## src/rtl/ssmbc_pkg.sv

```systemverilog
// shared types and constants of the stereo mixer with bias and clamp
`default_nettype none

package ssmbc_pkg;

  // register indexes on the configuration port
  typedef enum logic [1:0] {
    REG_MIX_CTRL    = 2'd0,
    REG_DIRECT_CTRL = 2'd1,
    REG_MASTER_EN   = 2'd2,
    REG_BIAS_LEVEL  = 2'd3
  } cfg_reg_e;

  // tone volume shift codes, direct_control bits 1:0
  typedef enum logic [1:0] {
    SHIFT_QUARTER    = 2'd0,
    SHIFT_HALF       = 2'd1,
    SHIFT_FULL       = 2'd2,
    SHIFT_PROHIBITED = 2'd3
  } vol_shift_e;

  localparam int unsigned CFG_IDX_W  = 2;
  localparam int unsigned CFG_DATA_W = 16;
  localparam int unsigned BIAS_W     = 10;

  // floor(m / 7) == (m * 2341) >> 14 for every m below 2689
  localparam logic [11:0] RECIP_7       = 12'd2341;
  localparam int unsigned RECIP_7_SHIFT = 14;

  localparam logic [9:0] CLAMP_MAX = 10'h3FF;

  typedef struct packed {
    logic signed [7:0] tone1_sample;
    logic signed [7:0] tone2_sample;
    logic signed [7:0] noise_sample;
    logic signed [7:0] direct_a_sample;
    logic signed [7:0] direct_b_sample;
  } mix_in_t;

  typedef struct packed {
    logic signed [15:0] left_sample;
    logic signed [15:0] right_sample;
    logic               bad_volume;
  } mix_out_t;

endpackage

`default_nettype wire

```

## src/rtl/stereo_sound_mixer_bias_clamp_unit.sv

```systemverilog
// stereo mixer: per-side gating, volume, bias, ten-bit clamp and re-centering
//
// Input channel (in_valid_i / in_ready_o / in_data_i) carries one beat per
// sound tick: three tone/noise samples and two direct samples. Output channel
// (out_valid_o / out_ready_i / out_data_o) returns one beat per input beat,
// in order, with the left and right samples and the prohibited-volume flag.
// The path is four register stages: gating and direct scaling, tone volume
// multiply, divide by seven through a reciprocal multiply, then the shift,
// bias add and clamp into the output register, whose valid bit is
// out_valid_o. One beat is taken every cycle while the receiver
// keeps out_ready_i high. When the receiver stalls, each stage holds its beat
// and bubbles collapse, so input is still taken until all four stages fill.
// The configuration port writes one register per cycle with cfg_we_i; write
// only while the pipeline is empty. Reset clears the configuration registers
// to zero and empties the pipeline; with master enable off both sides carry
// only the clamped bias.
`default_nettype none

module stereo_sound_mixer_bias_clamp_unit (
  input  wire logic                                   clk_i,
  input  wire logic                                   rst_ni,
  input  wire logic                                   cfg_we_i,
  input  wire logic [ssmbc_pkg::CFG_IDX_W-1:0]        cfg_idx_i,
  input  wire logic [ssmbc_pkg::CFG_DATA_W-1:0]       cfg_wdata_i,
  input  wire logic                                   in_valid_i,
  output      logic                                   in_ready_o,
  input  wire ssmbc_pkg::mix_in_t                     in_data_i,
  output      logic                                   out_valid_o,
  input  wire logic                                   out_ready_i,
  output      ssmbc_pkg::mix_out_t                    out_data_o
);

  localparam int unsigned LEFT  = 0;
  localparam int unsigned RIGHT = 1;

  // configuration registers
  logic [15:0]                      mix_ctrl_q;
  logic [15:0]                      dir_ctrl_q;
  logic                             master_en_q;
  logic [ssmbc_pkg::BIAS_W-1:0]     bias_q;

  always_ff @(posedge clk_i or negedge rst_ni) begin
    if (!rst_ni) begin
      mix_ctrl_q  <= '0;
      dir_ctrl_q  <= '0;
      master_en_q <= 1'b0;
      bias_q      <= '0;
    end else if (cfg_we_i) begin
      unique case (ssmbc_pkg::cfg_reg_e'(cfg_idx_i))
        ssmbc_pkg::REG_MIX_CTRL:    mix_ctrl_q  <= cfg_wdata_i;
        ssmbc_pkg::REG_DIRECT_CTRL: dir_ctrl_q  <= cfg_wdata_i;
        ssmbc_pkg::REG_MASTER_EN:   master_en_q <= cfg_wdata_i[0];
        ssmbc_pkg::REG_BIAS_LEVEL:  bias_q      <= cfg_wdata_i[ssmbc_pkg::BIAS_W-1:0];
        default:                    mix_ctrl_q  <= mix_ctrl_q;
      endcase
    end
  end

  ssmbc_pkg::vol_shift_e shift_code;
  assign shift_code = ssmbc_pkg::vol_shift_e'(dir_ctrl_q[1:0]);

  // stage valid bits and bubble-collapsing readies
  logic v1_q, v2_q, v3_q, v4_q;
  logic rdy1, rdy2, rdy3, rdy4;

  assign rdy4       = !v4_q || out_ready_i;
  assign rdy3       = !v3_q || rdy4;
  assign rdy2       = !v2_q || rdy3;
  assign rdy1       = !v1_q || rdy2;
  assign in_ready_o = rdy1;

  always_ff @(posedge clk_i or negedge rst_ni) begin
    if (!rst_ni) begin
      v1_q <= 1'b0;
      v2_q <= 1'b0;
      v3_q <= 1'b0;
      v4_q <= 1'b0;
    end else begin
      if (rdy1) v1_q <= in_valid_i;
      if (rdy2) v2_q <= v1_q;
      if (rdy3) v3_q <= v2_q;
      if (rdy4) v4_q <= v3_q;
    end
  end

  // halve toward zero
  function automatic logic signed [7:0] half_trunc(input logic signed [7:0] x);
    logic signed [8:0] t;
    t = {x[7], x} + {8'b0, x[7]};
    return t[8:1];
  endfunction

  // ---------------- stage 1: gating, tone sum, direct terms
  logic signed [9:0]  tone_d [2];
  logic signed [10:0] dir_d  [2];
  logic        [2:0]  vol_d  [2];
  logic               bad_d;

  logic signed [9:0]  tone1_q [2];
  logic signed [10:0] dir1_q  [2];
  logic        [2:0]  vol1_q  [2];
  logic               bad1_q;

  always_comb begin
    logic [2:0]        vol [2];
    logic              en_t1 [2];
    logic              en_t2 [2];
    logic              en_nz [2];
    logic              en_a  [2];
    logic              en_b  [2];
    logic signed [7:0] a_w;
    logic signed [7:0] b_w;
    logic signed [8:0] ab_w;

    vol[LEFT]    = mix_ctrl_q[6:4];
    en_t1[LEFT]  = mix_ctrl_q[12];
    en_t2[LEFT]  = mix_ctrl_q[13];
    en_nz[LEFT]  = mix_ctrl_q[15];
    en_a[LEFT]   = dir_ctrl_q[9];
    en_b[LEFT]   = dir_ctrl_q[13];
    vol[RIGHT]   = mix_ctrl_q[2:0];
    en_t1[RIGHT] = mix_ctrl_q[8];
    en_t2[RIGHT] = mix_ctrl_q[9];
    en_nz[RIGHT] = mix_ctrl_q[11];
    en_a[RIGHT]  = dir_ctrl_q[8];
    en_b[RIGHT]  = dir_ctrl_q[12];

    for (int s = 0; s < 2; s++) begin
      tone_d[s] = '0;
      if (master_en_q && en_t1[s]) begin
        tone_d[s] = tone_d[s] + {{2{in_data_i.tone1_sample[7]}}, in_data_i.tone1_sample};
      end
      if (master_en_q && en_t2[s]) begin
        tone_d[s] = tone_d[s] + {{2{in_data_i.tone2_sample[7]}}, in_data_i.tone2_sample};
      end
      if (master_en_q && en_nz[s]) begin
        tone_d[s] = tone_d[s] + {{2{in_data_i.noise_sample[7]}}, in_data_i.noise_sample};
      end
      a_w = (master_en_q && en_a[s]) ? in_data_i.direct_a_sample : 8'sd0;
      b_w = (master_en_q && en_b[s]) ? in_data_i.direct_b_sample : 8'sd0;
      if (!dir_ctrl_q[2]) a_w = half_trunc(a_w);
      if (!dir_ctrl_q[3]) b_w = half_trunc(b_w);
      ab_w     = {a_w[7], a_w} + {b_w[7], b_w};
      dir_d[s] = {ab_w, 2'b00};
      vol_d[s] = vol[s];
    end
    bad_d = master_en_q && (shift_code == ssmbc_pkg::SHIFT_PROHIBITED);
  end

  always_ff @(posedge clk_i) begin
    if (rdy1 && in_valid_i) begin
      tone1_q <= tone_d;
      dir1_q  <= dir_d;
      vol1_q  <= vol_d;
      bad1_q  <= bad_d;
    end
  end

  // ---------------- stage 2: magnitude times volume
  logic [11:0]        prod2_q [2];
  logic               neg2_q  [2];
  logic signed [10:0] dir2_q  [2];
  logic               bad2_q;

  always_ff @(posedge clk_i) begin
    if (rdy2 && v1_q) begin
      for (int s = 0; s < 2; s++) begin
        logic [9:0] mag;
        mag        = tone1_q[s][9] ? (10'd0 - tone1_q[s]) : tone1_q[s];
        prod2_q[s] <= 12'(mag[8:0]) * 12'(vol1_q[s]);
        neg2_q[s]  <= tone1_q[s][9];
      end
      dir2_q <= dir1_q;
      bad2_q <= bad1_q;
    end
  end

  // ---------------- stage 3: divide by seven via reciprocal
  logic [8:0]         quo3_q [2];
  logic               neg3_q [2];
  logic signed [10:0] dir3_q [2];
  logic               bad3_q;

  always_ff @(posedge clk_i) begin
    if (rdy3 && v2_q) begin
      for (int s = 0; s < 2; s++) begin
        logic [23:0] recip_prod;
        recip_prod = 24'(prod2_q[s]) * 24'(ssmbc_pkg::RECIP_7);
        quo3_q[s] <= recip_prod[ssmbc_pkg::RECIP_7_SHIFT +: 9];
        neg3_q[s] <= neg2_q[s];
      end
      dir3_q <= dir2_q;
      bad3_q <= bad2_q;
    end
  end

  // ---------------- stage 4: volume shift, sum with direct terms and bias, clamp, re-center
  logic [15:0] side_d [2];

  always_comb begin
    logic [8:0]         shifted;
    logic signed [9:0]  tone_s;
    logic signed [12:0] total;
    logic [9:0]         clamped;
    for (int s = 0; s < 2; s++) begin
      unique case (shift_code)
        ssmbc_pkg::SHIFT_QUARTER:    shifted = quo3_q[s] >> 2;
        ssmbc_pkg::SHIFT_HALF:       shifted = quo3_q[s] >> 1;
        ssmbc_pkg::SHIFT_FULL:       shifted = quo3_q[s];
        ssmbc_pkg::SHIFT_PROHIBITED: shifted = quo3_q[s];
        default:                     shifted = quo3_q[s];
      endcase
      tone_s = neg3_q[s] ? (10'sd0 - {1'b0, shifted}) : {1'b0, shifted};
      total  = {{2{dir3_q[s][10]}}, dir3_q[s]} + {{3{tone_s[9]}}, tone_s}
             + {3'b000, bias_q};
      priority if (total[12]) begin
        clamped = '0;
      end else if (total[11:10] != 2'b00) begin
        clamped = ssmbc_pkg::CLAMP_MAX;
      end else begin
        clamped = total[9:0];
      end
      // minus 512 in ten bits is a flip of the top bit
      side_d[s] = {~clamped[9], clamped[8:0], 6'b000000};
    end
  end

  ssmbc_pkg::mix_out_t out_q;

  always_ff @(posedge clk_i) begin
    if (rdy4 && v3_q) begin
      out_q.left_sample  <= side_d[LEFT];
      out_q.right_sample <= side_d[RIGHT];
      out_q.bad_volume   <= bad3_q;
    end
  end

  assign out_valid_o = v4_q;
  assign out_data_o  = out_q;

  // ---------------- assertions
  a_bad_needs_code: assert property (@(posedge clk_i) disable iff (!rst_ni)
    out_valid_o && out_data_o.bad_volume |->
      master_en_q && shift_code == ssmbc_pkg::SHIFT_PROHIBITED)
    else $error("bad_volume without master enable and prohibited code");

  a_master_off_bias_only: assert property (@(posedge clk_i) disable iff (!rst_ni)
    out_valid_o && !master_en_q |->
      out_data_o.left_sample == out_data_o.right_sample && !out_data_o.bad_volume)
    else $error("sides differ with master enable off");

  a_low_bits_zero: assert property (@(posedge clk_i) disable iff (!rst_ni)
    out_valid_o |->
      out_data_o.left_sample[5:0] == 6'd0 && out_data_o.right_sample[5:0] == 6'd0)
    else $error("low six bits of a mixed sample not zero");

  a_stall_holds_pipe: assert property (@(posedge clk_i) disable iff (!rst_ni)
    v1_q && v2_q && v3_q && v4_q && !out_ready_i |=> v1_q && v4_q)
    else $error("full pipeline lost a beat under stall");

endmodule

`default_nettype wire

```

## config.mk

```make
export PLATFORM = sky130hd
export DESIGN_NAME = stereo_sound_mixer_bias_clamp_unit
export DESIGN_NICKNAME = d
export VERILOG_FILES = /design/src/rtl/ssmbc_pkg.sv /design/src/rtl/stereo_sound_mixer_bias_clamp_unit.sv
export SDC_FILE = /design/constraint.sdc
export NUM_CORES = 1
export LEC_CHECK = 0
export ABC_AREA = 1
export BUFFER_PORTS_ARGS = -buffer_cell sky130_fd_sc_hd__buf_2
export CAP_MARGIN = 20
export CORE_AREA = 2 2 166 233
export DETAILED_ROUTE_END_ITERATION = 10
export DIE_AREA = 0 0 168 235
export HOLD_SLACK_MARGIN = 0.05
export PLACE_DENSITY = 0.74
export SETUP_SLACK_MARGIN = 0.05
export SYNTH_ARGS = -nofsm -noshare
export SYNTH_HDL_FRONTEND = slang
export SYNTH_SLANG_ARGS = --single-unit
export TNS_END_PERCENT = 5
```

## constraint.sdc

```tcl
create_clock -name clk_i -period 11.1 [get_ports clk_i]
set_input_delay 1.665 -clock clk_i [delete_from_list [all_inputs] [get_ports clk_i]]
set_output_delay 1.665 -clock clk_i [all_outputs]
set_load 0.005 [all_outputs]
```

==> impl_metrics.csv <==
group,metric,value,unit
run_status,status,"finished clean",
hold_path,holdPathStages,0,
placed_design,io_buffers,83,
synth,syn_area_per_cell,7.76,um2
route,wl,40.0,mm
placed_design,hpwl,33.7,mm
final_layout,layout-drive-gt1-share,6.51,%
final_layout,final_common_cell,"nand2_1",
sta,slew_headroom,32.6,%
worst_setup_path,critPathArrivalTime,2740,ps
placed_design,place_ws,6480,ps
clock_tree,post_cts_buffers,0,
route,drc,0,
route,wl_per_cell,13.6,um
clock_tree,clkTransAtPathRegs,70,ps
placed_design,place.gp.congestion,0.924,
hold_path,min_from,"dir2_q[7]$_DFFE_PP_",
clock_tree,htree_levels,4,
floorplanning,die_h,235,um
final_layout,n_fill_cell,3422,
worst_setup_path,slowest_delay,200,ps
clock_tree,cts_sinks,185,
final_layout,n_antenna_cell,0,
sta,worstMarginPinSlew,1010,ps
worst_setup_path,start_kind,"input pin",
synth,synth_top_area_cell,"edfxtp_1",
synth,synth_top_area_share,24.4,%
sta,fin_crit_sh,39.7,%
floorplanning,start_util,49.5,%
clock_tree,cts_resized,0,
synth,syn_inst,2382,
clock_tree,cts_tree,"done",
final_layout,register_area,5380,um2
clock_tree,hold_buffers,0,
hold_path,hp-class,"reg2reg",
synth,synth_cell_types,48,
grt,grt_pass1_wl,67.8,mm
sta,setup_slack,6690,ps
worst_setup_path,setup.worst_path.end_class,"primary output",
clock_tree,clockBufferDepth,2,
synth,async_flop_share,18.9,%
synth,syn_area,18500,um2
clock_tree,clockRootBuffer,"clkbuf_16",
grt,antenna_found_initial,0,
flow_run,maxCapViolCount,0,
clock_tree,cts_made_buffers,17,
grt,grt.overflow.total,0,
worst_setup_path,setup.worst_path.start,"out_ready_i",
placed_design,dpl_cell_area,19300,um2
sta,slew_viol_final,0,
synth,synth_edf_count,150,
grt,grt_util_all_layers,20.9,%
floorplanning,num_rows,84,
worst_setup_path,cp_num_buf_inv,6,
sta,fin_worst_skew,15.8,ps
worst_setup_path,path_delay_family,"simple AND/OR/NAND/NOR gates",
worst_setup_path,cp_cell_sequence,"buf_2 -> nor2_1 -> inv_1 -> nor2_1 -> inv_1 -> nor2_1 -> inv_1 -> nor2_1 -> inv_1 -> buf_2",
route,ant_nets,0,
route,routed-via-count,15200,
grt,grt_pass1_vias,15500,
floorplanning,pin_count,98,
worst_setup_path,critPathSlowestCell,"nor2_1",
worst_setup_path,worst_r2r_path_depth,21,
sta,report.final.setup_viol,0,
sta,setup_tns,0,ps
final_layout,layout_common_cells,"624 x nand2_1, 468 x inv_1, 246 x ha_1",
worst_setup_path,critPathKind,"in2out",
grt,grt_start_max_net_pins,46,
route,vias_per_cell,5.15,
worst_setup_path,cp_max_fo,3,
synth,ys_ff_latch,185,
final_layout,syn_to_final_growth,8.01,%
floorplanning,die-area,39500,um2
floorplanning,coreArea,37300,um2
synth,ys_warn_count,0,
floorplanning,die_x,168,um
sta,rsz0062_at_grt,"no",
route,drtIter0Drc,635,
worst_setup_path,r2r_slack,6820,ps
route,firstDrtPassIters,6,
final_layout,finalInstanceArea,20000,um2
worst_setup_path,r2r_start,"master_en_q$_DFFE_PN0P_",
final_layout,final_nets,2844,
hold_path,whs_endpoint,"dir3_q[7]$_DFFE_PP_",
final_layout,final_cells,2945,
placed_design,place_inst,2913,
sta,period_minus_slack,4410,ps
synth,synth_seq_area_share,29.1,%
synth,ys_top_cells_by_area,"edfxtp_1 24%, ha_1 17%, nand2_1 13%",
synth,ys.flop_type,"edfxtp_1",
worst_setup_path,crit_required,9440,ps
sta,hold_viol,0,
sta,fmax,227,MHz
worst_setup_path,regToRegEndpoint,"tone1_q[19]$_DFFE_PP_",
clock_tree,clock_latency,460,ps
final_layout,multi_input_area,11200,um2
metrics by stage:
stage,util [%],hold WS (ps)
6_report,53.5,417
3_3_place_gp,51.9,401
5_1_grt,53.5,424
2_1_floorplan,-,400
3_5_place_dp,51.9,405
4_1_cts,53.5,422
kinds of logic (layout without fill, tap and decap cells):
kind of cell    Yosys count  in the layout  synth area share (%)
fa+ha+maj               322            322                  24.9
xor+xnor                 86             86                  4.07
simple gates           1000           1000                  22.7
compound gates          268            268                  7.99
flops                   185            185                  29.1
other cells               1             12                0.0203
mux                       6              6                 0.338
buf+inv                 514            593                  10.8
worst max path at each step:
stage	slack, ps	endpoint	depth (start not counted)
finish	6690	in_ready_o	10
global route	6350	out_data_o[29]$_SDFFCE_PP0P_	24
CTS	6700	in_ready_o	10
detailed placement	6480	tone1_q[19]$_DFFE_PP_	21
global placement	6480	tone1_q[19]$_DFFE_PP_	21
floorplan	6730	bad1_q$_DFFE_PP_	8
cells in the mapped netlist, drive strengths merged (4+ instances only):
master  instances
o21ai         109
nor3           16
nand3b         13
ha            246
o21a            6
dfrtp          35
a31oi           8
o211ai          8
o21bai         12
xnor2          37
clkbuf         20
mux2i           4
inv           474
fa             76
buf            18
nand4          38
nor2          163
nand3         126
a21oi         102
or2             7
nand2         632
a21boi          5
a21o            7
edfxtp        150
o22ai           5
xor2           49
routing by layer:
metal	vias to the layer above	GRT usage (%)	part of all wire [%]
met2	296	40.4	53
li1	7788	-	-
met4	0	10.7	4.4
met1	6974	21.7	40
met3	108	2.68	2.9
met5	-	0	0
registers in the layout, indices dropped and copies added, names as in the netlist:
name and count:
bad2_q 1, v1_q 1, neg2_q 2, vol1_q 6, dir1_q 18, master_en_q 1, v2_q 1, prod2_q 24
dir_ctrl_q 8, out_data_o 21, dir3_q 18, quo3_q 18, v3_q 1, bad3_q 1, bias_q 10, dir2_q 18
tone1_q 20, mix_ctrl_q 12, neg3_q 2, bad1_q 1, out_valid_o 1
final cells by class:
type | count | share of cell area (%)
clock buffer | 17 | 2.13
clock inverter | 15 | 0.978
inverter | 476 | 8.97
multi-input combinational | 1694 | 55.9
sequential | 185 | 26.9
tap | 473 | 2.96
timing repair buffer | 85 | 2.16
Power is left out: the tool's default activity adds up to more than one toggle a clock period on the data nets, which glitch-free logic cannot reach.
